File: src/hdl/svang_pkg.sv
`timescale 1ns / 1ps
package svang_pkg;

	localparam int FRAC_BITS_DEFAULT = 16;

	localparam logic [1:0] REG_ANGLE_IN_DEGREES = 2'd0;
	localparam logic [1:0] REG_SIGNED_RESULT    = 2'd1;
	localparam logic [1:0] REG_MIN_LENGTH       = 2'd2;

	localparam int SQ1_CELLS    = 32;
	localparam int DIV_CELLS    = 30;
	localparam int SQ2_CELLS    = 31;
	localparam int CORDIC_CELLS = 30;

	localparam logic [31:0] Q30_PI          = 32'd3373259426;
	localparam logic [29:0] DEG_PER_RAD_Q24 = 30'd961263669;

	typedef struct packed {
		logic signed [31:0] from_x;
		logic signed [31:0] from_y;
		logic signed [31:0] from_z;
		logic signed [31:0] to_x;
		logic signed [31:0] to_y;
		logic signed [31:0] to_z;
		logic signed [31:0] axis_x;
		logic signed [31:0] axis_y;
		logic signed [31:0] axis_z;
	} svang_query_t;

	typedef struct packed {
		logic signed [24:0] angle;
		logic               degenerate;
	} svang_result_t;

	function automatic logic [29:0] svang_atan(input int unsigned idx);
		logic [29:0] v;
		case (idx)
			0: v = 30'd843314856;
			1: v = 30'd497837829;
			2: v = 30'd263043836;
			3: v = 30'd133525158;
			4: v = 30'd67021686;
			5: v = 30'd33543515;
			6: v = 30'd16775850;
			7: v = 30'd8388437;
			8: v = 30'd4194282;
			9: v = 30'd2097149;
			10: v = 30'd1048575;
			11: v = 30'd524287;
			12: v = 30'd262143;
			13: v = 30'd131071;
			14: v = 30'd65535;
			15: v = 30'd32767;
			16: v = 30'd16383;
			17: v = 30'd8191;
			18: v = 30'd4095;
			19: v = 30'd2047;
			20: v = 30'd1023;
			21: v = 30'd511;
			22: v = 30'd255;
			23: v = 30'd127;
			24: v = 30'd63;
			25: v = 30'd31;
			26: v = 30'd15;
			27: v = 30'd8;
			28: v = 30'd4;
			29: v = 30'd2;
			default: v = 30'd0;
		endcase
		return v;
	endfunction

endpackage

File: src/hdl/svang_cordic_cell.sv
`timescale 1ns / 1ps
module svang_cordic_cell import svang_pkg::*; #(
	parameter int STEP = 0,
	parameter int SW   = 1
) (
	input  logic               clk,
	input  logic               arst_n,
	input  logic               en,
	input  logic               up_valid,
	input  logic signed [32:0] up_x,
	input  logic signed [32:0] up_y,
	input  logic signed [32:0] up_z,
	input  logic [SW-1:0]      up_side,
	output logic               dn_valid,
	output logic signed [32:0] dn_x,
	output logic signed [32:0] dn_y,
	output logic signed [32:0] dn_z,
	output logic [SW-1:0]      dn_side
);

	localparam logic signed [32:0] ATAN = $signed({3'b000, svang_atan(STEP)});

	logic signed [32:0] dx;
	logic signed [32:0] dy;
	logic signed [32:0] nx;
	logic signed [32:0] ny;
	logic signed [32:0] nz;
	logic               valid_q;
	logic signed [32:0] x_q;
	logic signed [32:0] y_q;
	logic signed [32:0] z_q;
	logic [SW-1:0]      side_q;

	always_comb begin
		dx = up_y >>> STEP;
		dy = up_x >>> STEP;
		if (!up_y[32] && (up_y != '0)) begin
			nx = up_x + dx;
			ny = up_y - dy;
			nz = up_z + ATAN;
		end else begin
			nx = up_x - dx;
			ny = up_y + dy;
			nz = up_z - ATAN;
		end
	end

	always_ff @(posedge clk or negedge arst_n) begin
		if (!arst_n) begin
			valid_q <= 1'b0;
		end else if (en) begin
			valid_q <= up_valid;
		end
	end

	always_ff @(posedge clk) begin
		if (en) begin
			x_q    <= nx;
			y_q    <= ny;
			z_q    <= nz;
			side_q <= up_side;
		end
	end

	assign dn_valid = valid_q;
	assign dn_x     = x_q;
	assign dn_y     = y_q;
	assign dn_z     = z_q;
	assign dn_side  = side_q;

endmodule

File: config.mk
export PLATFORM = sky130hd
export DESIGN_NAME = svang_cordic_cell
export DESIGN_NICKNAME = d
export VERILOG_FILES = /design/src/hdl/svang_pkg.sv /design/src/hdl/svang_cordic_cell.sv
export SDC_FILE = /design/constraint.sdc
export NUM_CORES = 1
export LEC_CHECK = 0
export ABC_AREA = 1
export BUFFER_PORTS_ARGS = -buffer_cell sky130_fd_sc_hd__buf_2
export CAP_MARGIN = 20
export CORE_AREA = 2 2 179 163
export CTS_CLUSTER_SIZE = 40
export DETAILED_ROUTE_END_ITERATION = 10
export DIE_AREA = 0 0 181 165
export HOLD_SLACK_MARGIN = 0.1
export PLACE_DENSITY = 0.75
export SLEW_MARGIN = 20
export SYNTH_ARGS = -nofsm -noshare
export SYNTH_HDL_FRONTEND = slang
export SYNTH_SLANG_ARGS = --single-unit
File: constraint.sdc
create_clock -name clk -period 0.8 [get_ports clk]
set_input_delay 0.08 -clock clk [delete_from_list [all_inputs] [get_ports clk]]
set_output_delay 0.08 -clock clk [all_outputs]
set_load 0.1 [all_outputs]
# [After elaboration in Yosys (flattened, before gate mapping)]
# Index checks and enable logic that the tools add are counted.
[totals] reg_bits=101
[classes] addsub=5 n_mux=3 n_reduce_logical=3
[ops] operator="2-to-1 mux 33 bit" count=3
[ops] operator="subtractor 33 bit" count=2
[ops] operator="adder 33 x 31 -> 33 bit, second input constant" count=1
[ops] operator="adder 33 bit" count=1
[ops] operator="nonzero test 33 bit" count=1
[ops] operator="subtractor 33 x 31 -> 33 bit, second input constant" count=1
[ops] operator="logical AND 1 bit" count=1
[ops] operator="zero test 1 bit" count=1

# [Depth between registers and ports, before layout]
[logic_depth] word_depth=3 depth_mapped=19 mapped_depth_nobuf=18

# [Least setup slack after synthesis]
# Ideal clock, no wire load.
[synth_path] kind="input port to flip-flop" from="in up_y[1]" to="reg z_q[29], in the netlist dn_z[29], data pin" setup_ns=0.252 arrival_time_ns=2.195 t_required_ns=0.548 setup_slack_ns=-1.648 cell_stages=18 path_buffers=1 cell_sequence="inv_1 -> nand4_1 -> nor2_1 -> nand4_1 -> nand2_2 -> inv_2 -> buf_2 -> fa_1 -> inv_1 -> nand2_1 -> o21ai_2 -> nand3_1 -> nand2_1 -> nand2_1 -> nand2_1 -> nand3b_1 -> nand3_1 -> nand2_1"
[synth_between] elab_chain_cells=3
[synth_lines] item="start: declaration" line_no="svang_cordic_cell.sv:11" text="input logic signed [32:0] up_y,"
[synth_lines] item="nonzero test 33 bit" line_no="svang_cordic_cell.sv:37" text="if (!up_y[32] && (up_y != '0)) begin"
[synth_lines] item="logical AND 1 bit" line_no="svang_cordic_cell.sv:37"
[synth_lines] item="2-to-1 mux 33 bit" line_no="svang_cordic_cell.sv:37"
[synth_lines] item="net nz[29]" line_no="svang_cordic_cell.sv:27" text="logic signed [32:0] nz;"
[synth_lines] item="end signal: assignment" line_no="svang_cordic_cell.sv:60" text="z_q <= nz;"
[synth_lines] item="end: declaration" line_no="svang_cordic_cell.sv:31" text="logic signed [32:0] z_q;"
# The timed path passes the listed nets, and every way through them passes these cells.
# A chain may end at the register's enable or synchronous reset.

# [Worst setup path in the final report]
[layout_path] from="in up_y[9]" to="reg z_q[24], in the netlist dn_z[24], data pin"
# Same word-level chain as after synthesis.

==> qor.yml <==
vias: 15700
cp_slowest_stage_delay_ps: 320
critPathMostFrequentCell: "nand2_1"
fin_nets: 2794
path_clk_slew_ps: 90
clock_latency_ps: 370
final_cell_mix: "nand2_1, buf_4, inv_1, nand3_1, buf_12"
fin_crit_ps: 2460
die_h_microns: 165
synth_ff_type: "edfxtp_1"
drcViolationCount: 0
worst_pin_slew_ps: 863
status: "finished, violations left"
drtIter0Drc: 1641
syn-num-nets: 2234
crit_chain: "buf_2, inv_1, nand4_1, nor2_2, nand4_1, buf_6, nand2_8, inv_8, ha_4, nand2_4, nor2_1, nand2_1, o21ai_4, and2_4, nor2_1, nand2_1, nand2_1"
cts_tree: "yes"
drive_gt1_share_pct: 40.9
cap_violations: 0
worst-path-max-fanout: 7
power.internal_mw: 17.7
p_sw_share_pct: 48.8
drv_slew: 0
fillers: 2057
syn-cell-area_sq_mm: 0.0124
grt_overflow: 0
r2r_end: "dn_valid"
ir_drop_v: 0.00139
worst-path-buf-inv: 4
htreeDepth: 3
critical-path-slowest-cell: "ha_4"
slew-limit-headroom_pct: 42.5
wl_met3_mm: 4.52
yosysWarnings: 0
syn_to_final_growth_pct: 69.3
post-route-period-util_pct: 308
dr.max_layer_used: "met5"
hpwl_mm: 43.4
fmax_ghz: 0.406
ant_nets: 0
antenna_found_initial: 1
r2r_slack_ps: -60
grt_max_degree: 71
netlist_instances: 2002
ios: 205
yosysTopAreaCell: "edfxtp_1"
crit_type: "primary input to register"
r2r_start: "dn_valid"
wl_met1_mm: 23.0
power_density_mw_per_mm2: 1640
num_antenna_cells: 0
violations: "negative setup slack"
timing.reg2reg.worst_path_depth: 1
grt_pass1_vias: 15400
cp_top_family: "simple AND/OR/NAND/NOR gates"
dr.pass1.iters: 8
place.gp.congestion: 0.995
hold_viol: 0
coreArea_sq_mm: 0.0279
yosysTopAreaCellShare_pct: 23.9
pwr-share-comb_pct: 63.4
grtUsageTotal_pct: 35.8
crit_path_end_kind: "register"
power.leakage_nw: 10.4
seqPwrFrac_pct: 21.9
synth-edff-count: 99
die_w_microns: 181
hp-class: "primary input to register"
worstPathRequired_ps: 930
cp.arrival_ps: 2590
rsz0062_at_grt: "yes"
dpl_cell_area_sq_mm: 0.0192
rows: 58
hold_end: "dn_valid"
yosys-top-cells-area: "edfxtp_1, nand2_1, ha_1"
wl_met2_mm: 25.2
dieArea_sq_mm: 0.0299
fin_util_pct: 75.5
seq_area_sq_mm: 0.00300
postSynthAreaPerCell_sq_um: 6.21
ys_types: 39
report.power.total_mw: 34.5
ys_seq_area_share_pct: 24.1
multi_input_area_sq_mm: 0.0101
portBuffers: 204
initial_core_util_pct: 44.6
postLayoutCellArea_sq_mm: 0.0210
clock_sinks: 100
clock_skew_ps: 0
power_frac_clock_pct: 14.7
setup_viol: 196
path_depth: 17
ys_async_sr_fraction_pct: 1.00
wl_per_cell_microns: 18.9
cp-start-kind: "primary input"
clockBufferDepth: 2
drt_wl_total_mm: 55.4
grt_pass1_wl_mm: 82.6
vias_per_cell: 5.36
setup_ws_ps: -1660
cts_made_buffers: 9
ys_seq_elements: 100
hold_start: "en"
power.switching_mw: 16.8
whs_path_depth: 2
mostFrequentLayoutCell: "nand2_1"
cts-root-buf: "clkbuf_16"
[kinds of logic after synthesis]
logic type / after synthesis / synth area share, %
compound gates: 215 / 9.39
fa+ha+maj: 128 / 13.1
xor+xnor: 55 / 3.87
flops: 100 / 24.1
simple gates: 1115 / 36.8
mux: 1 / 0.0905
buf+inv: 388 / 12.6
[synth_stat cells (5+ instances only)]
| master | n |
|---|---|
| a21oi_1 | 107 |
| and2_1 | 9 |
| buf_2 | 20 |
| buf_4 | 10 |
| buf_6 | 6 |
| clkbuf_1 | 5 |
| edfxtp_1 | 99 |
| ha_1 | 124 |
| inv_1 | 339 |
| inv_2 | 6 |
| nand2_1 | 694 |
| nand2_2 | 6 |
| nand3_1 | 165 |
| nand4_1 | 28 |
| nor2_1 | 181 |
| nor2_2 | 8 |
| nor3_1 | 16 |
| o21ai_0 | 61 |
| o21ai_1 | 11 |
| o21bai_1 | 19 |
| xnor2_1 | 6 |
| xor2_1 | 49 |
[sequential cells by signal, indices dropped and copies added (netlist names)]
register  flops
dn_side       1
dn_y         33
dn_z         33
dn_valid      1
dn_x         32
[through the flow]
stage | setup slack (ps) | hold WS [ps] | TNS, ps | cells
2_1_floorplan | -1450 | -216 | -96520 | 2002
3_3_place_gp | -2300 | -145 | -166030 | 2873
3_5_place_dp | -2330 | -141 | -169390 | 2873
4_1_cts | -1460 | 130 | -126930 | 2919
5_1_grt | -1750 | 140 | -147960 | 2927
6_report | -1660 | 150 | -136260 | 2927
[final cells by class]
cell class | instances | share of cell area, %
multi-input cells | 1514 | 48.1
repair buffers | 591 | 27.0
flip-flops and latches | 100 | 14.3
inverters | 345 | 6.93
well taps | 360 | 2.14
clock buffers | 9 | 1.07
clock inverters | 7 | 0.440
repair inverters | 1 | 0.0535
[power groups by stage]
| stage | registers, mW | clock network (mW) | logic, mW |
|---|---|---|---|
| global placement | 7.62 | 0 | 19.7 |
| finish | 7.56 | 5.07 | 21.9 |
| CTS | 7.54 | 5.03 | 21.0 |
| floorplan | 12.6 | 0 | 6.76 |
| detailed placement | 7.66 | 0 | 20.0 |
| global route | 7.60 | 5.22 | 22.9 |
[per-layer routing]
layer | GRT usage, % | up-vias
li1 | - | 7448
met1 | 45.9 | 7270
met2 | 60.8 | 818
met3 | 4.96 | 158
met4 | 15.5 | 2
met5 | 0 | -
[worst max path at each step]
stage          endpoint  startpoint  slack [ps]
2_1_floorplan  dn_z[29]     up_y[8]       -1450
3_3_place_gp   dn_z[28]    up_y[27]       -2300
3_5_place_dp   dn_z[28]    up_y[27]       -2330
4_1_cts        dn_z[24]    up_y[29]       -1460
5_1_grt        dn_z[24]    up_y[25]       -1750
6_report       dn_z[24]     up_y[9]       -1660
[what timing repair did]
action,CTS,global route
endpoints found under the setup margin,195,196
resized for setup,195,79
buffers inserted,26,9
hold buffers,8,0
pin swaps,71,56
cloned,1,0
endpoints found under the hold margin,7,0
No activity file was read; power rests on OpenSTA's default activity.
