### src/hdl/svang_pkg.sv
`timescale 1ns / 1ps
package svang_pkg;

	localparam int FRAC_BITS_DEFAULT = 16;

	localparam logic [1:0] REG_ANGLE_IN_DEGREES = 2'd0;
	localparam logic [1:0] REG_SIGNED_RESULT    = 2'd1;
	localparam logic [1:0] REG_MIN_LENGTH       = 2'd2;

	localparam int SQ1_CELLS    = 32;
	localparam int DIV_CELLS    = 30;
	localparam int SQ2_CELLS    = 31;
	localparam int CORDIC_CELLS = 30;

	localparam logic [31:0] Q30_PI          = 32'd3373259426;
	localparam logic [29:0] DEG_PER_RAD_Q24 = 30'd961263669;

	typedef struct packed {
		logic signed [31:0] from_x;
		logic signed [31:0] from_y;
		logic signed [31:0] from_z;
		logic signed [31:0] to_x;
		logic signed [31:0] to_y;
		logic signed [31:0] to_z;
		logic signed [31:0] axis_x;
		logic signed [31:0] axis_y;
		logic signed [31:0] axis_z;
	} svang_query_t;

	typedef struct packed {
		logic signed [24:0] angle;
		logic               degenerate;
	} svang_result_t;

	function automatic logic [29:0] svang_atan(input int unsigned idx);
		logic [29:0] v;
		case (idx)
			0: v = 30'd843314856;
			1: v = 30'd497837829;
			2: v = 30'd263043836;
			3: v = 30'd133525158;
			4: v = 30'd67021686;
			5: v = 30'd33543515;
			6: v = 30'd16775850;
			7: v = 30'd8388437;
			8: v = 30'd4194282;
			9: v = 30'd2097149;
			10: v = 30'd1048575;
			11: v = 30'd524287;
			12: v = 30'd262143;
			13: v = 30'd131071;
			14: v = 30'd65535;
			15: v = 30'd32767;
			16: v = 30'd16383;
			17: v = 30'd8191;
			18: v = 30'd4095;
			19: v = 30'd2047;
			20: v = 30'd1023;
			21: v = 30'd511;
			22: v = 30'd255;
			23: v = 30'd127;
			24: v = 30'd63;
			25: v = 30'd31;
			26: v = 30'd15;
			27: v = 30'd8;
			28: v = 30'd4;
			29: v = 30'd2;
			default: v = 30'd0;
		endcase
		return v;
	endfunction

endpackage

### src/hdl/svang_sqrt_cell.sv
`timescale 1ns / 1ps
module svang_sqrt_cell import svang_pkg::*; #(
	parameter int W       = 64,
	parameter int BIT_POS = 62,
	parameter int SW      = 1
) (
	input  logic          clk,
	input  logic          arst_n,
	input  logic          en,
	input  logic          up_valid,
	input  logic [W-1:0]  up_rad,
	input  logic [W-1:0]  up_res,
	input  logic [SW-1:0] up_side,
	output logic          dn_valid,
	output logic [W-1:0]  dn_rad,
	output logic [W-1:0]  dn_res,
	output logic [SW-1:0] dn_side
);

	localparam logic [W-1:0] BIT_V = {{(W-1){1'b0}}, 1'b1} << BIT_POS;

	logic [W-1:0] trial;
	logic [W-1:0] nrad;
	logic [W-1:0] nres;
	logic         valid_q;
	logic [W-1:0] rad_q;
	logic [W-1:0] res_q;
	logic [SW-1:0] side_q;

	always_comb begin
		trial = up_res + BIT_V;
		if (up_rad >= trial) begin
			nrad = up_rad - trial;
			nres = (up_res >> 1) + BIT_V;
		end else begin
			nrad = up_rad;
			nres = up_res >> 1;
		end
	end

	always_ff @(posedge clk or negedge arst_n) begin
		if (!arst_n) begin
			valid_q <= 1'b0;
		end else if (en) begin
			valid_q <= up_valid;
		end
	end

	always_ff @(posedge clk) begin
		if (en) begin
			rad_q  <= nrad;
			res_q  <= nres;
			side_q <= up_side;
		end
	end

	assign dn_valid = valid_q;
	assign dn_rad   = rad_q;
	assign dn_res   = res_q;
	assign dn_side  = side_q;

endmodule

### config.mk
export PLATFORM = sky130hd
export DESIGN_NAME = svang_sqrt_cell
export DESIGN_NICKNAME = d
export VERILOG_FILES = /design/src/hdl/svang_pkg.sv /design/src/hdl/svang_sqrt_cell.sv
export SDC_FILE = /design/constraint.sdc
export NUM_CORES = 1
export LEC_CHECK = 0
export ABC_AREA = 0
export CAP_MARGIN = 0
export CORE_MARGIN = 3
export CORE_UTILIZATION = 50
export DETAILED_ROUTE_END_ITERATION = 8
export DONT_BUFFER_PORTS = 1
export GPL_TIMING_DRIVEN = 0
export SLEW_MARGIN = 20
export SYNTH_ARGS = -nofsm -noshare
export SYNTH_HDL_FRONTEND = slang
export SYNTH_SLANG_ARGS = --single-unit
### constraint.sdc
create_clock -name clk -period 0.8 [get_ports clk]
set_input_delay 0.12 -clock clk [delete_from_list [all_inputs] [get_ports clk]]
set_output_delay 0.12 -clock clk [all_outputs]
set_load 0.01 [all_outputs]
## Word level (Yosys, flattened, before mapping)

Index checks and enable logic that the tools add are counted.

- Order comparisons: 1
- Add/sub/neg operators: 3
- Muxes and demuxes: 2

Operators with widths:

| operator | count |
|---|---|
| $add A63 B63 Y64 const B | 1 |
| $add A64 B63 Y64 const B | 1 |
| $ge A64 B64 Y1 | 1 |
| $mux W64 | 1 |
| $sub A64 B64 Y64 | 1 |
| $mux W63 | 1 |

- Register bits after elaboration: 130
- Bits of input ports: 133
- Output and inout port bits: 130
- Word-level logic and storage cells: 11

## Depth between registers and ports, before layout

- Depth in word-level cells: 3
- Depth in mapped cells: 15
- Depth with buffers taken out: 13

## Least setup slack after synthesis

OpenSTA, ideal clock, no wires.

- Kind: in2reg
- From: input port up_rad[0]
- To: register rad_q[53] (netlist: dn_rad[53]), data pin
- Setup slack: -2.165 ns
- Buffers on the path: 2
- Library setup time: 0.262 ns
- Required time: 0.538 ns
- Arrival time: 2.703 ns
- Stages on the path: 13
- Cells stage by stage: inv_1 -> ha_1 -> fa_1 -> nand2b_1 -> a21oi_1 -> o21ai_1 -> o21ba_1 -> a31oi_4 -> o211ai_1 -> a31oi_1 -> buf_4 -> buf_4 -> mux2_1

- Word-level cells in the longest chain between the ends: 2
- Elaborated cells between the ends (all ways): 3
- Those cells by class: add/sub (1); order compare (1); mux (1)

RTL lines:

| item | RTL line | text |
|---|---|---|
| start, declared | svang_sqrt_cell.sv:11 | `input logic [W-1:0] up_rad,` |
| $sub A64 B64 Y64 / $ge A64 B64 Y1 (equally long branches) | svang_sqrt_cell.sv:33, svang_sqrt_cell.sv:32 |  |
| $mux W64 (*) | svang_sqrt_cell.sv:32 | `if (up_rad >= trial) begin` |
| via nrad[53] | svang_sqrt_cell.sv:23 | `logic [W-1:0] nrad;` |
| end signal, assigned | svang_sqrt_cell.sv:51 | `rad_q <= nrad;` |
| end, declared | svang_sqrt_cell.sv:26 | `logic [W-1:0] rad_q;` |

Mark *: on every way through the listed nets, which the timed path passes. The rest lies on a longest branch.
A chain may end at the register's enable or synchronous reset.

## Final worst setup path

- From: input port up_res[6]
- To: register rad_q[42] (netlist: dn_rad[42]), data pin

- Word-level cells in the longest chain between the ends: 3
- Elaborated cells between the ends (all ways): 4
- Those cells by class: add/sub (2); order compare (1); mux (1)

RTL lines:

| item | RTL line | text |
|---|---|---|
| start, declared | svang_sqrt_cell.sv:12 | `input logic [W-1:0] up_res,` |
| $add A64 B63 Y64 (*) | svang_sqrt_cell.sv:31 | `trial = up_res + BIT_V;` |
| $sub A64 B64 Y64 / $ge A64 B64 Y1 (equally long branches) | svang_sqrt_cell.sv:33, svang_sqrt_cell.sv:32 |  |
| $mux W64 (*) | svang_sqrt_cell.sv:32 |  |
| via nrad[42] | svang_sqrt_cell.sv:23 |  |

Marks and branches as above.

==> flow_metrics.py <==
metrics = {
    "cts": {
        "path_clk_slew_ps": 60,
        "clock_sinks": 130,
        "cts-root-buf": "clkbuf_16",
        "cts_tree": "built",
        "clk_latency_ps": 420,
        "h-tree-depth": 4,
        "hold_buffers": 126,
        "clock_tree.buffer_depth": 2,
        "cts_made_buffers": 17,
    },
    "final_layout": {
        "fin_cells": 1334,
        "diodes": 0,
        "layout-drive-gt1-share_pct": 25.6,
        "syn_to_final_growth_pct": 40.0,
        "final_nets": 1294,
        "design_area_um2": 12800,
    },
    "pwr": {
        "ir_drop_mv": 1.57,
        "p_per_area_nw_per_um2": 2000,
        "fin_total_pwr_mw": 25.6,
        "power_leakage_nw": 5.18,
    },
    "route": {
        "first_pass_iters": 8,
        "ant_nets": 0,
        "routed_via_density": 6.06,
        "wl_mm": 29.5,
        "wl_per_cell_um": 22.1,
        "drt_iter0_drc": 616,
        "vias": 8081,
        "drc": 0,
    },
    "setup_path": {
        "rrSetupSlack_ps": 0,
        "crit_chain": "inv_1, ha_1, o21ai_1, a21oi_1, o21ai_4, o21ba_4, a31oi_4, o211ai_1, a31oi_4, buf_6, buf_12, clkbuf_16, mux2_4",
        "worst_ep_required_time_ps": 970,
        "cp-start-kind": "primary input",
        "cpLargestDelayFamily": "compound AO/OA/AOI/OAI gates",
        "crit_top_cell": "a31oi_4",
        "slowest_delay_ps": 370,
        "crit_path_end_kind": "flip-flop",
        "crit_fanout": 6,
        "path_class": "primary input to flip-flop",
        "crit_buf_inv": 4,
        "cpMaxStageDelayCell": "ha_1",
        "cp.arrival_ps": 2640,
    },
    "synth": {
        "synth_most_common_cell": "edfxtp_1",
        "synth-edff-count": 129,
        "synth_flop_cell": "edfxtp_1",
        "synth_area_leaders": "edfxtp_1 42%, ha_1 8.8%, a21oi_1 5.5%",
        "synth_common_cells": "129 x edfxtp_1, 101 x a21oi_1, 87 x inv_1, 69 x nand2_1, 64 x ha_1",
        "ys_seq_elements": 130,
        "async_flop_share_pct": 0.769,
        "synth-seq-area-share_pct": 42.6,
        "synth_nets": 1120,
        "netlist_area_um2": 9140,
        "synth.largest_area_cell": "edfxtp_1",
        "synth.top_cell.area_share_pct": 42.4,
        "synth_cells": 922,
        "avgSynthCellArea_um2": 9.92,
        "yosysWarnings": 0,
        "netlist-cell-type-count": 68,
    },
    "place": {
        "postPlaceCellArea_um2": 9710,
        "hpwl_mm": 19.4,
        "dp_cells": 1147,
        "gp_congestion": 0.834,
        "port_buffers": 0,
    },
    "timing": {
        "tns_ps": -128150,
        "maxSlewViolCount": 0,
        "worst_slew_pin_slew_ps": 553,
        "setup_viol": 196,
        "fin_crit_ps": 2470,
        "fin_skew_ps": 0,
        "hold-worst-slack_ps": -193,
        "finalWorstSetupSlack_ps": -1670,
        "grt_setup_unrepaired": "yes",
        "post-route-period-util_pct": 309,
        "hold_violations": 130,
        "slew-limit-headroom_pct": 62.7,
        "fmax_ghz": 0.404,
    },
    "floorplanning": {
        "core-area_um2": 17600,
        "initial_core_util_pct": 52.0,
        "die_area_um2": 19900,
        "die_y_um": 141,
        "rows": 48,
        "die_x_um": 141,
        "io_pins": 263,
    },
    "grt": {
        "grt_overflow": 0,
        "grt_start_max_net_pins": 131,
        "antenna_found_initial": 0,
        "grt_pass1_wl_mm": 44.2,
        "grt_usage_pct": 28.1,
        "grt_pass1_vias": 8222,
    },
    "outcome": {
        "failed_checks": "negative hold slack, negative setup slack",
        "status": "complete, but fails checks",
    },
    "job": {
        "cap_violations": 0,
    },
    "min_path": {
        "min_path_type": "primary input to flip-flop",
    },
}
## sequential cells by signal, summed over array words and instances (netlist names)
name and cells:
dn_res 64, dn_rad 64, dn_side 1, dn_valid 1
## layout by cell type (no fill, tap or decap), drive strengths merged, types with 3 or more instances in the layout
| cell type | count |
|---|---|
| o211ai | 8 |
| and3 | 4 |
| a21o | 41 |
| nand4 | 21 |
| a221oi | 4 |
| a21oi | 101 |
| xnor2 | 39 |
| dlygate4sd3 | 126 |
| o21ai | 51 |
| or2 | 3 |
| and4 | 6 |
| nand2b | 6 |
| nor3 | 17 |
| clkinvlp | 3 |
| nor4 | 3 |
| a31o | 4 |
| a211oi | 6 |
| a31oi | 6 |
| clkinv | 3 |
| xor2 | 17 |
| a41oi | 3 |
| and4b | 3 |
| o21bai | 17 |
| ha | 64 |
| and2 | 4 |
| nand2 | 69 |
| nor2b | 7 |
| inv | 89 |
| bufinv | 5 |
| o21a | 4 |
| nor2 | 61 |
| nand3 | 10 |
| mux2 | 52 |
| buf | 56 |
| edfxtp | 129 |
| clkbuf | 27 |
| a21boi | 6 |
| o2111ai | 5 |
## worst paths after layout
path                                             end  cells after the start            startpoint
worst min-delay path            dn_rad[52]$_DFFE_PP_                      0                    en
worst max register to register  dn_valid$_DFFE_PN0P_                      1  dn_valid$_DFFE_PN0P_
worst min register to register  dn_valid$_DFFE_PN0P_                      1  dn_valid$_DFFE_PN0P_
worst max-delay path            dn_rad[42]$_DFFE_PP_                     13             up_res[6]
min in group asynchronous       dn_valid$_DFFE_PN0P_                      2                arst_n
max in group asynchronous       dn_valid$_DFFE_PN0P_                      2                arst_n
## stage by stage
step / worst slack, ps / utilization (%)
after floorplan: -1890 / -
after global placement: -3030 / 55.2
after detailed placement: -3110 / 55.2
after CTS: -1660 / 70.4
after global routing: -1770 / 72.7
final: -1670 / 72.7
## what timing repair did
action	in CTS	in global routing
pin swaps	30	23
setup endpoints to repair	197	197
setup buffers	32	12
resized for setup	108	79
endpoints found under the hold margin	255	130
gates cloned	5	3
## routing by layer
| layer | global-route usage, % | wire [µm] | vias up |
|---|---|---|---|
| li1 | - | - | 3752 |
| met5 | 0 | 0 | - |
| met4 | 9.18 | 686 | 0 |
| met3 | 8.04 | 2230 | 58 |
| met1 | 35.6 | 12100 | 3887 |
| met2 | 46.6 | 14500 | 384 |
## power breakdown
group          leakage, nW  internal [mW]  switching, mW  total (mW)
clock network        0.302           5.54           3.09        8.63
registers             1.27           8.56          0.752        9.31
logic                 3.60           3.90           3.73        7.64
## kinds of logic (layout without fill, tap and decap cells)
logic type | count (synthesis) | count (layout) | synth area share [%]
fa+ha+maj | 65 | 65 | 8.98
buf+inv | 123 | 310 | 5.56
simple gates | 223 | 223 | 11.9
mux | 53 | 53 | 6.51
compound gates | 272 | 272 | 19.1
xor+xnor | 56 | 56 | 5.36
flops | 130 | 130 | 42.6
## layout make-up
type / count / area, µm²
plain buffers: 15 / 193
clock buffers: 19 / 433
clock inverters: 13 / 208
fillers: 1242 / 4800
inverters: 87 / 344
multi-input cells: 669 / 5640
flip-flops and latches: 130 / 3900
well taps: 225 / 282
repair buffers: 176 / 1800
Power figures use the tool's default switching activity.
