<file path="src/hdl/svang_pkg.sv">
`timescale 1ns / 1ps
package svang_pkg;

	localparam int FRAC_BITS_DEFAULT = 16;

	localparam logic [1:0] REG_ANGLE_IN_DEGREES = 2'd0;
	localparam logic [1:0] REG_SIGNED_RESULT    = 2'd1;
	localparam logic [1:0] REG_MIN_LENGTH       = 2'd2;

	localparam int SQ1_CELLS    = 32;
	localparam int DIV_CELLS    = 30;
	localparam int SQ2_CELLS    = 31;
	localparam int CORDIC_CELLS = 30;

	localparam logic [31:0] Q30_PI          = 32'd3373259426;
	localparam logic [29:0] DEG_PER_RAD_Q24 = 30'd961263669;

	typedef struct packed {
		logic signed [31:0] from_x;
		logic signed [31:0] from_y;
		logic signed [31:0] from_z;
		logic signed [31:0] to_x;
		logic signed [31:0] to_y;
		logic signed [31:0] to_z;
		logic signed [31:0] axis_x;
		logic signed [31:0] axis_y;
		logic signed [31:0] axis_z;
	} svang_query_t;

	typedef struct packed {
		logic signed [24:0] angle;
		logic               degenerate;
	} svang_result_t;

	function automatic logic [29:0] svang_atan(input int unsigned idx);
		logic [29:0] v;
		case (idx)
			0: v = 30'd843314856;
			1: v = 30'd497837829;
			2: v = 30'd263043836;
			3: v = 30'd133525158;
			4: v = 30'd67021686;
			5: v = 30'd33543515;
			6: v = 30'd16775850;
			7: v = 30'd8388437;
			8: v = 30'd4194282;
			9: v = 30'd2097149;
			10: v = 30'd1048575;
			11: v = 30'd524287;
			12: v = 30'd262143;
			13: v = 30'd131071;
			14: v = 30'd65535;
			15: v = 30'd32767;
			16: v = 30'd16383;
			17: v = 30'd8191;
			18: v = 30'd4095;
			19: v = 30'd2047;
			20: v = 30'd1023;
			21: v = 30'd511;
			22: v = 30'd255;
			23: v = 30'd127;
			24: v = 30'd63;
			25: v = 30'd31;
			26: v = 30'd15;
			27: v = 30'd8;
			28: v = 30'd4;
			29: v = 30'd2;
			default: v = 30'd0;
		endcase
		return v;
	endfunction

endpackage

</file>
<file path="src/hdl/svang_div_cell.sv">
`timescale 1ns / 1ps
module svang_div_cell import svang_pkg::*; #(
	parameter int SW = 1
) (
	input  logic          clk,
	input  logic          arst_n,
	input  logic          en,
	input  logic          up_valid,
	input  logic [63:0]   up_r,
	input  logic [63:0]   up_d,
	input  logic [29:0]   up_c,
	input  logic [SW-1:0] up_side,
	output logic          dn_valid,
	output logic [63:0]   dn_r,
	output logic [63:0]   dn_d,
	output logic [29:0]   dn_c,
	output logic [SW-1:0] dn_side
);

	logic [64:0]   rr;
	logic [64:0]   diff;
	logic [63:0]   nr;
	logic [29:0]   nc;
	logic          valid_q;
	logic [63:0]   r_q;
	logic [63:0]   d_q;
	logic [29:0]   c_q;
	logic [SW-1:0] side_q;

	always_comb begin
		rr   = {up_r, 1'b0};
		diff = rr - {1'b0, up_d};
		if (rr >= {1'b0, up_d}) begin
			nr = diff[63:0];
			nc = {up_c[28:0], 1'b1};
		end else begin
			nr = rr[63:0];
			nc = {up_c[28:0], 1'b0};
		end
	end

	always_ff @(posedge clk or negedge arst_n) begin
		if (!arst_n) begin
			valid_q <= 1'b0;
		end else if (en) begin
			valid_q <= up_valid;
		end
	end

	always_ff @(posedge clk) begin
		if (en) begin
			r_q    <= nr;
			d_q    <= up_d;
			c_q    <= nc;
			side_q <= up_side;
		end
	end

	assign dn_valid = valid_q;
	assign dn_r     = r_q;
	assign dn_d     = d_q;
	assign dn_c     = c_q;
	assign dn_side  = side_q;

endmodule

</file>
<file path="config.mk">
export PLATFORM = sky130hd
export DESIGN_NAME = svang_div_cell
export DESIGN_NICKNAME = d
export VERILOG_FILES = /design/src/hdl/svang_pkg.sv /design/src/hdl/svang_div_cell.sv
export SDC_FILE = /design/constraint.sdc
export NUM_CORES = 1
export LEC_CHECK = 0
export ABC_AREA = 1
export BUFFER_PORTS_ARGS = -buffer_cell sky130_fd_sc_hd__buf_2
export CAP_MARGIN = 10
export CORE_MARGIN = 4
export CORE_UTILIZATION = 30
export CTS_CLUSTER_DIAMETER = 200
export DETAILED_ROUTE_END_ITERATION = 8
export GPL_TIMING_DRIVEN = 0
export SLEW_MARGIN = 25
export SYNTH_ARGS = -nofsm -noshare
export SYNTH_HDL_FRONTEND = slang
export SYNTH_SLANG_ARGS = --single-unit
export TNS_END_PERCENT = 30
</file>
<file path="constraint.sdc">
create_clock -name clk -period 0.8 [get_ports clk]
set_clock_uncertainty 0.05 [all_clocks]
set_input_delay 0.16 -clock clk [delete_from_list [all_inputs] [get_ports clk]]
set_output_delay 0.16 -clock clk [all_outputs]
set_load 0.02 [all_outputs]
</file>
Yosys cells after proc, flatten, opt, wreduce, memory -nomap -nowiden
Cells that the tools add are included.
Widths: inputs -> output; s select.
- bits in registers: 160
- output and inout bits: 160
- word-level logic and storage cells: 10
- $add $sub $neg: 1
- order comparisons: 1
- mux-type cells: 2
- operators with widths (cell ; count):
    $ge 65x64->1 ; 1
    $mux 64 ; 1
    $sub 64x64->64 ; 1
    $mux 1 ; 1

Depth between registers and ports, before layout
Gate-level depths: netlist (run 1).
- depth in word-level cells: 2
- depth in mapped cells: 18
- depth with buffers taken out: 16

Worst setup path after synthesis (run 1)
Ideal clock, no wire load.
- path type: input to register
- from: input port up_d[7]
- to: register r_q[56] (netlist: dn_r[56]) (data pin)
- arrival time: 1.770 ns
- data required time: 0.497 ns
- slack: -1.273 ns
- stages: 18
- buffers on the path: 2
- cell sequence: inv_1 -> ha_1 -> nand2_1 -> inv_1 -> nand2_1 -> nand2_1 -> inv_1 -> nand3_2 -> nand2_1 -> nand2_1 -> nand2_1 -> nand2_2 -> nand2_2 -> nand2_4 -> buf_12 -> buf_12 -> nand3_2 -> nand2_1
- longest elaborated chain between the ends: 2
- ends and longest elaborated chain (element ; line ; text):
    from (decl) ; svang_div_cell.sv:10 ; input logic [63:0] up_d,
    $sub 64x64->64 or $ge 65x64->1 (tied branches) ; svang_div_cell.sv:32, svang_div_cell.sv:33 ;
    $mux 64 (*) ; svang_div_cell.sv:33 ; if (rr >= {1'b0, up_d}) begin
    net nr[56] ; svang_div_cell.sv:22 ; logic [63:0] nr;
    to (signal assigned) ; svang_div_cell.sv:52 ; r_q <= nr;
    to (decl) ; svang_div_cell.sv:25 ; logic [63:0] r_q;
Mark *: on every way through the listed nets, which the timed path passes. The rest lies on a longest branch.
A chain may end at the register's enable or synchronous reset.

Worst setup path after layout (run 1)
- from: input port up_d[43]
- to: register r_q[25] (netlist: dn_r[25]) (data pin)
- longest elaborated chain between the ends: 2
- ends and longest elaborated chain (element ; line):
    $ge 65x64->1 ; svang_div_cell.sv:33
    $mux 64 ; svang_div_cell.sv:33
    net nr[25] ; svang_div_cell.sv:22
The timed path passes the listed nets, and every way through them passes these cells.

==> flow_metrics.env, run 1 <==
export IMPL_grt_antenna_before_repair=2
export IMPL_synth_top_family_by_area="simple AND/OR/NAND/NOR gates"
export IMPL_critPathMostFrequentCell="nand2_2"
export IMPL_yosys_register_bits=160
export IMPL_die_h_um=208
export IMPL_arrival_ns=2.16
export IMPL_r2r_slack_ns=0.01
export IMPL_critPathMaxFanout=7
export IMPL_r2r_start="dn_valid"
export IMPL_end_kind="register"
export IMPL_clk_latency_ns=0.46
export IMPL_vias=12700
export IMPL_dieArea_um2=43500
export IMPL_start_util_pct=30.3
export IMPL_synthMuxAreaShare_pct=0.0934
export IMPL_core_area_um2=39700
export IMPL_crit_type="primary input to register"
export IMPL_synth_top_area_share_pct=39.6
export IMPL_synth_warnings=0
export IMPL_fin_ws_ns=-1.19
export IMPL_cts_htree_levels=4
export IMPL_vdd_drop_max_v=0.00154
export IMPL_p_leak_nw=10.2
export IMPL_fp_row_count=73
export IMPL_post_dp_cell_area_um2=14900
export IMPL_clock_sinks=160
export IMPL_status="finished, violations left"
export IMPL_synth_area_top_cells="edfxtp_1 (40%), nand2_1 (22%), inv_1 (12%)"
export IMPL_synth_cell_types=35
export IMPL_gp_congestion=0.882
export IMPL_grt_max_degree=97
export IMPL_min_from="up_r[7]"
export IMPL_vias_per_cell=4.44
export IMPL_cts_path_max_buffers=2
export IMPL_ios=323
export IMPL_rr_endpoint="dn_valid"
export IMPL_crit_slowest_cell="nor2_4"
export IMPL_cp_cell_sequence="buf_2, inv_2, ha_4, nand2_4, inv_2, nand2_2, nand2_2, nand2_2, nand2_2, inv_2, nand2_2, nand2_2, nand2_2, nor2_4, nand2_4, buf_12, buf_16, clkbuf_16, nand2_4, nand2_2"
export IMPL_die_x_um=208
export IMPL_yosysSeqAreaShare_pct=39.8
export IMPL_maxSlewViolCount=0
export IMPL_finalHoldViolations=0
export IMPL_grt_pass1_vias=12600
export IMPL_nFillCells=3809
export IMPL_power_density_nw_per_um2=1580
export IMPL_synth_top_cell_by_area="edfxtp_1"
export IMPL_dpl_worst_slack_ns=-2.11
export IMPL_post_synth_and_or_nand_nor_area_fraction_pct=35.5
export IMPL_relSlewSlack_pct=62.3
export IMPL_fin_crit_sh_pct=249
export IMPL_critPathMaxStageDelay_ns=0.27
export IMPL_whs_path_depth=3
export IMPL_power_total_mw=31.9
export IMPL_dpl_hpwl_um=37600
export IMPL_synth_avg_cell_area_um2=6.96
export IMPL_initialDrtViolationCount=665
export IMPL_portBuffers=321
export IMPL_finalSetupViolCount=321
export IMPL_grt_pass1_wl_um=72700
export IMPL_drv_cap=0
export IMPL_syn_area_um2=12100
export IMPL_max_slew_worst_pin_slew_ns=0.565
export IMPL_fin_util_pct=51.0
export IMPL_ant_nets=0
export IMPL_synthesis_instances=1732
export IMPL_worst_setup_path_start_kind="primary input"
export IMPL_first_pass_iters=5
export IMPL_clk_pin_slew_worst_paths_ns=0.06
export IMPL_worst_r2r_path_depth=1
export IMPL_min_period_ns=1.99
export IMPL_drive_above_1_share_pct=39.7
export IMPL_cts_root_buf="clkbuf_16"
export IMPL_required_ns=0.97
export IMPL_hold_end="dn_r[8]"
export IMPL_syn_nets=1960
export IMPL_grt_overflow=0
export IMPL_final_cell_area_um2=20200
export IMPL_synth_fa_ha_area_share_pct=6.81
export IMPL_final_cells=2866
export IMPL_grt_usage_pct=21.7
export IMPL_max_freq_ghz=0.503
export IMPL_avgRoutedWirePerCell_um=17.3
export IMPL_rsz0062_at_grt="true"
export IMPL_final_common_cell="nand2_1"
export IMPL_cts_buffers=17
export IMPL_synth_compound_area_share_pct=2.18
export IMPL_route_detailed_drc=0
export IMPL_hold_class="primary input to register"
export IMPL_violations="negative setup slack"
export IMPL_nets=2555
export IMPL_cts_tree="yes"
export IMPL_synth_xor_area_share_pct=2.25
export IMPL_area_growth_pct=67.9
export IMPL_final_cell_mix="nand2_1 (538), inv_1 (311), buf_2 (251)"
export IMPL_dp_cells=2579
export IMPL_wl_um=49600
## kinds of logic after synthesis
| logic type | Yosys count |
|---|---|
| DFF | 160 |
| muxes | 1 |
| buffers and inverters | 410 |
| and+or+nand+nor | 1014 |
| adders and majority gates | 65 |
| xor gates and xnor gates | 31 |
| AOI/OAI and AO/OA | 51 |
## metal layers
metal  GRT usage, %  part of all wire (%)  wire length [um]
met2           35.7                    47             23300
met1           29.7                    47             23200
met4           6.18                   1.7               833
met3           3.68                   4.6              2260
met5              0                 0.026                13
## cells in the mapped netlist (all sizes together)
cell type,instances
nand4,7
or2,1
dfrtp,1
ha,64
and2,3
nand3,130
clkbuf,8
nor2,113
o21bai,2
and3,4
clkinv,1
inv,390
buf,11
nor3,12
fa,1
nand3b,16
o21ai,4
a21o,1
edfxtp,159
nand2,723
xnor2,1
xor2,30
nor4,5
a21oi,44
mux2,1
## how the worst max path moves through the flow
stage	from	to	slack (ns)	cells after the start
5_1_grt	up_d[42]	dn_r[22]	-1.23	20
4_1_cts	up_d[60]	dn_r[46]	-1.20	16
3_3_place_gp	en	dn_valid	-2.59	2
2_1_floorplan	up_d[28]	dn_r[10]	-1.13	14
3_5_place_dp	up_d[47]	dn_r[48]	-2.11	15
6_report	up_d[43]	dn_r[25]	-1.19	20
## final cells by class
| class | count | area (um2) | area share, % |
|---|---|---|---|
| diodes | 1 | 2.50 | 0.0124 |
| repair buffers | 577 | 4620 | 22.8 |
| clock inverters | 11 | 168 | 0.828 |
| multi-input cells | 1162 | 7820 | 38.6 |
| inverters | 391 | 1510 | 7.43 |
| clock buffers | 21 | 440 | 2.17 |
| plain buffers | 18 | 236 | 1.17 |
| well taps | 525 | 657 | 3.24 |
| flip-flops and latches | 160 | 4800 | 23.7 |
## flip-flops by register name (all words and copies together) (netlist names)
| name | flops |
|---|---|
| dn_d | 64 |
| dn_c | 30 |
| dn_r | 64 |
| dn_side | 1 |
| dn_valid | 1 |
## through the flow
stage	hold slack (ns)	TNS, ns
global route	0.00944	-172.06
finish	0.0171	-151.17
CTS	0.00224	-162.38
floorplan	-0.186	-72.46
global placement	-0.101	-520.07
detailed placement	-0.0995	-209.33
## power breakdown
group          switching (mW)  leakage, nW  internal (mW)
clock                    3.49        0.291           5.21
combinational            7.28         8.39           5.32
sequential              0.262         1.57           10.4
total                    11.0         10.2           20.9
## critical path, delay by kind of cell
kind,cells,cell delay (ns)
adder cells (fa/ha/maj),1,0.26
buffers and inverters,7,0.69
AND/OR/NAND/NOR,12,1.04
## timing repair
| action | in CTS | in global routing |
|---|---|---|
| hold buffers | 151 | 1 |
| resized for setup | 261 | 364 |
| buffers inserted | 56 | 40 |
| endpoints found under the hold margin | 150 | 1 |
| endpoints found under the setup margin | 321 | 321 |
| cloned | 3 | 7 |
| pin swaps | 66 | 140 |
(Power assumes the default switching activity.)
==> run 2: changes to the inputs <==
--- a/config.mk
+++ b/config.mk
@@ -8,7 +8,7 @@
 export ABC_AREA = 1
 export BUFFER_PORTS_ARGS = -buffer_cell sky130_fd_sc_hd__buf_2
 export CAP_MARGIN = 10
-export CORE_MARGIN = 4
+export CORE_MARGIN = 3
 export CORE_UTILIZATION = 30
 export CTS_CLUSTER_DIAMETER = 200
 export DETAILED_ROUTE_END_ITERATION = 8
==> flow_metrics.env, run 2 (synthesized netlist as in run 1, its figures left out) <==
export IMPL_status="finished, violations left"
export IMPL_violations="negative setup slack"
export IMPL_p_leak_nw=10.0
export IMPL_fin_util_pct=50.5
export IMPL_cts_path_max_buffers=2
export IMPL_wl_um=48700
export IMPL_whs_path_depth=3
export IMPL_grt_max_degree=96
export IMPL_dieArea_um2=42600
export IMPL_wl_met2_um=22800
export IMPL_hold_end="dn_r[2]"
export IMPL_final_common_cell="nand2_1"
export IMPL_min_from="up_r[1]"
export IMPL_dpl_worst_slack_ns=-2.14
export IMPL_cp_cell_sequence="buf_8, inv_4, ha_4, a21oi_4, nor2_2, nor3_2, nand2_1, nor2_2, nand2_2, nor2_4, nand2_4, buf_12, buf_12, buf_12, nand3_2, nand2_4"
export IMPL_nets=2529
export IMPL_critPathMaxStageDelay_ns=0.32
export IMPL_vias=12600
export IMPL_die_h_um=206
export IMPL_max_slew_worst_pin_slew_ns=0.566
export IMPL_met1Wirelength_um=22900
export IMPL_cp_num_buf_inv=5
export IMPL_worst_setup_path_start_kind="primary input"
export IMPL_critPathMostFrequentCell="buf_12"
export IMPL_core_area_um2=39200
export IMPL_vias_per_cell=4.46
export IMPL_grt_antenna_before_repair=0
export IMPL_relSlewSlack_pct=62.3
export IMPL_end_kind="register"
export IMPL_fin_crit_sh_pct=269
export IMPL_finalHoldViolations=0
export IMPL_rsz0062_at_grt="true"
export IMPL_hold_class="primary input to register"
export IMPL_fin_ws_ns=-1.35
export IMPL_maxUsedRoutingLayer="met4"
export IMPL_finalSetupViolCount=297
export IMPL_fp_row_count=72
export IMPL_rr_endpoint="dn_valid"
export IMPL_r2r_start="dn_valid"
export IMPL_drive_above_1_share_pct=36.5
export IMPL_timing_hold_ws_ns=0.0208
export IMPL_grt_pass1_vias=12500
export IMPL_dpl_hpwl_um=37500
export IMPL_ant_nets=0
export IMPL_ios=323
export IMPL_crit_type="primary input to register"
export IMPL_gp_congestion=0.885
export IMPL_arrival_ns=2.31
export IMPL_die_x_um=206
export IMPL_route_detailed_drc=0
export IMPL_power_density_nw_per_um2=1590
export IMPL_required_ns=0.96
export IMPL_worst_r2r_path_depth=1
export IMPL_clk_latency_ns=0.46
export IMPL_avgRoutedWirePerCell_um=17.2
export IMPL_crit_family="simple AND/OR/NAND/NOR gates"
export IMPL_grt_overflow=0
export IMPL_cts_buffers=17
export IMPL_final_cell_mix="nand2_1 (552), inv_1 (339), buf_2 (253)"
export IMPL_routed_wl_met3_um=2390
export IMPL_grt_pass1_wl_um=71600
export IMPL_portBuffers=321
export IMPL_clk_pin_slew_worst_paths_ns=0.06
export IMPL_crit_slowest_cell="nor2_4"
export IMPL_grt_usage_pct=22.5
export IMPL_vdd_drop_max_v=0.00151
export IMPL_n_antenna_cell=0
export IMPL_first_pass_iters=7
export IMPL_min_period_ns=2.15
export IMPL_critPathMaxFanout=7
export IMPL_r2r_slack_ns=-0.01
export IMPL_max_freq_ghz=0.465
export IMPL_area_growth_pct=64.0
export IMPL_start_util_pct=30.8
export IMPL_drv_cap=0
export IMPL_maxSlewViolCount=0
export IMPL_initialDrtViolationCount=672
export IMPL_cts_tree="yes"
export IMPL_clock_sinks=160
export IMPL_cts_htree_levels=4
export IMPL_cts_root_buf="clkbuf_16"
-- run 2: worst max-delay path by stage --
stage / startpoint / to / slack [ns] / cells past startpoint
after floorplan: up_d[28] / dn_r[10] / -1.13 / 14
after global placement: en / dn_valid / -2.64 / 2
after detailed placement: up_d[49] / dn_r[45] / -2.14 / 13
after CTS: up_d[36] / dn_r[45] / -1.22 / 18
after global routing: up_d[62] / dn_r[45] / -1.35 / 16
final: up_d[62] / dn_r[45] / -1.35 / 16
-- run 2: power by group --
group | switching, mW | total, mW | internal (mW) | leakage, nW
Clock | 3.64 | 8.58 | 4.94 | 0.297
Sequential | 0.278 | 10.6 | 10.4 | 1.57
Combinational | 7.15 | 12.2 | 5.07 | 8.17
Total | 11.1 | 31.4 | 20.4 | 10.0
-- run 2: through the flow --
stage / cells / cell area, um2 / setup TNS (ns) / power (mW)
finish: 2832 / 19800 / -148.72 / 31.4
global route: 2832 / 19800 / -162.80 / 33.2
CTS: 2807 / 18600 / -162.34 / 30.6
detailed placement: 2572 / 14900 / -210.70 / 19.8
global placement: 2571 / 14900 / -526.28 / 19.7
floorplan: 1732 / 12600 / -72.46 / 16.4
-- run 2: metal layers --
metal | global-route usage [%] | vias up
met5 | 0 | -
met3 | 3.50 | 36
met4 | 5.24 | 0
met1 | 31.0 | 5839
li1 | - | 6448
met2 | 37.0 | 312
-- run 2: tightest hold or removal path: stages --
cell	delay (ns)
buf_2	0.12
nand3_2	0.08
nand2_2	0.06
-- run 2: repair_timing --
item	CTS	global route
setup endpoints to repair	320	320
hold endpoints to repair	149	1
hold buffers	149	1
resized for setup	281	255
setup buffers	52	25
pin swaps	60	70
gates cloned	5	3
-- run 2: layout make-up --
type | count | area [um2]
Timing Repair Buffer | 554 | 4380
Tap cell | 518 | 648
Clock buffer | 17 | 425
Inverter | 391 | 1510
Fill cell | 3806 | 19400
Sequential cell | 160 | 4800
Clock inverter | 15 | 184
Multi-Input combinational cell | 1163 | 7620
Buffer | 14 | 211
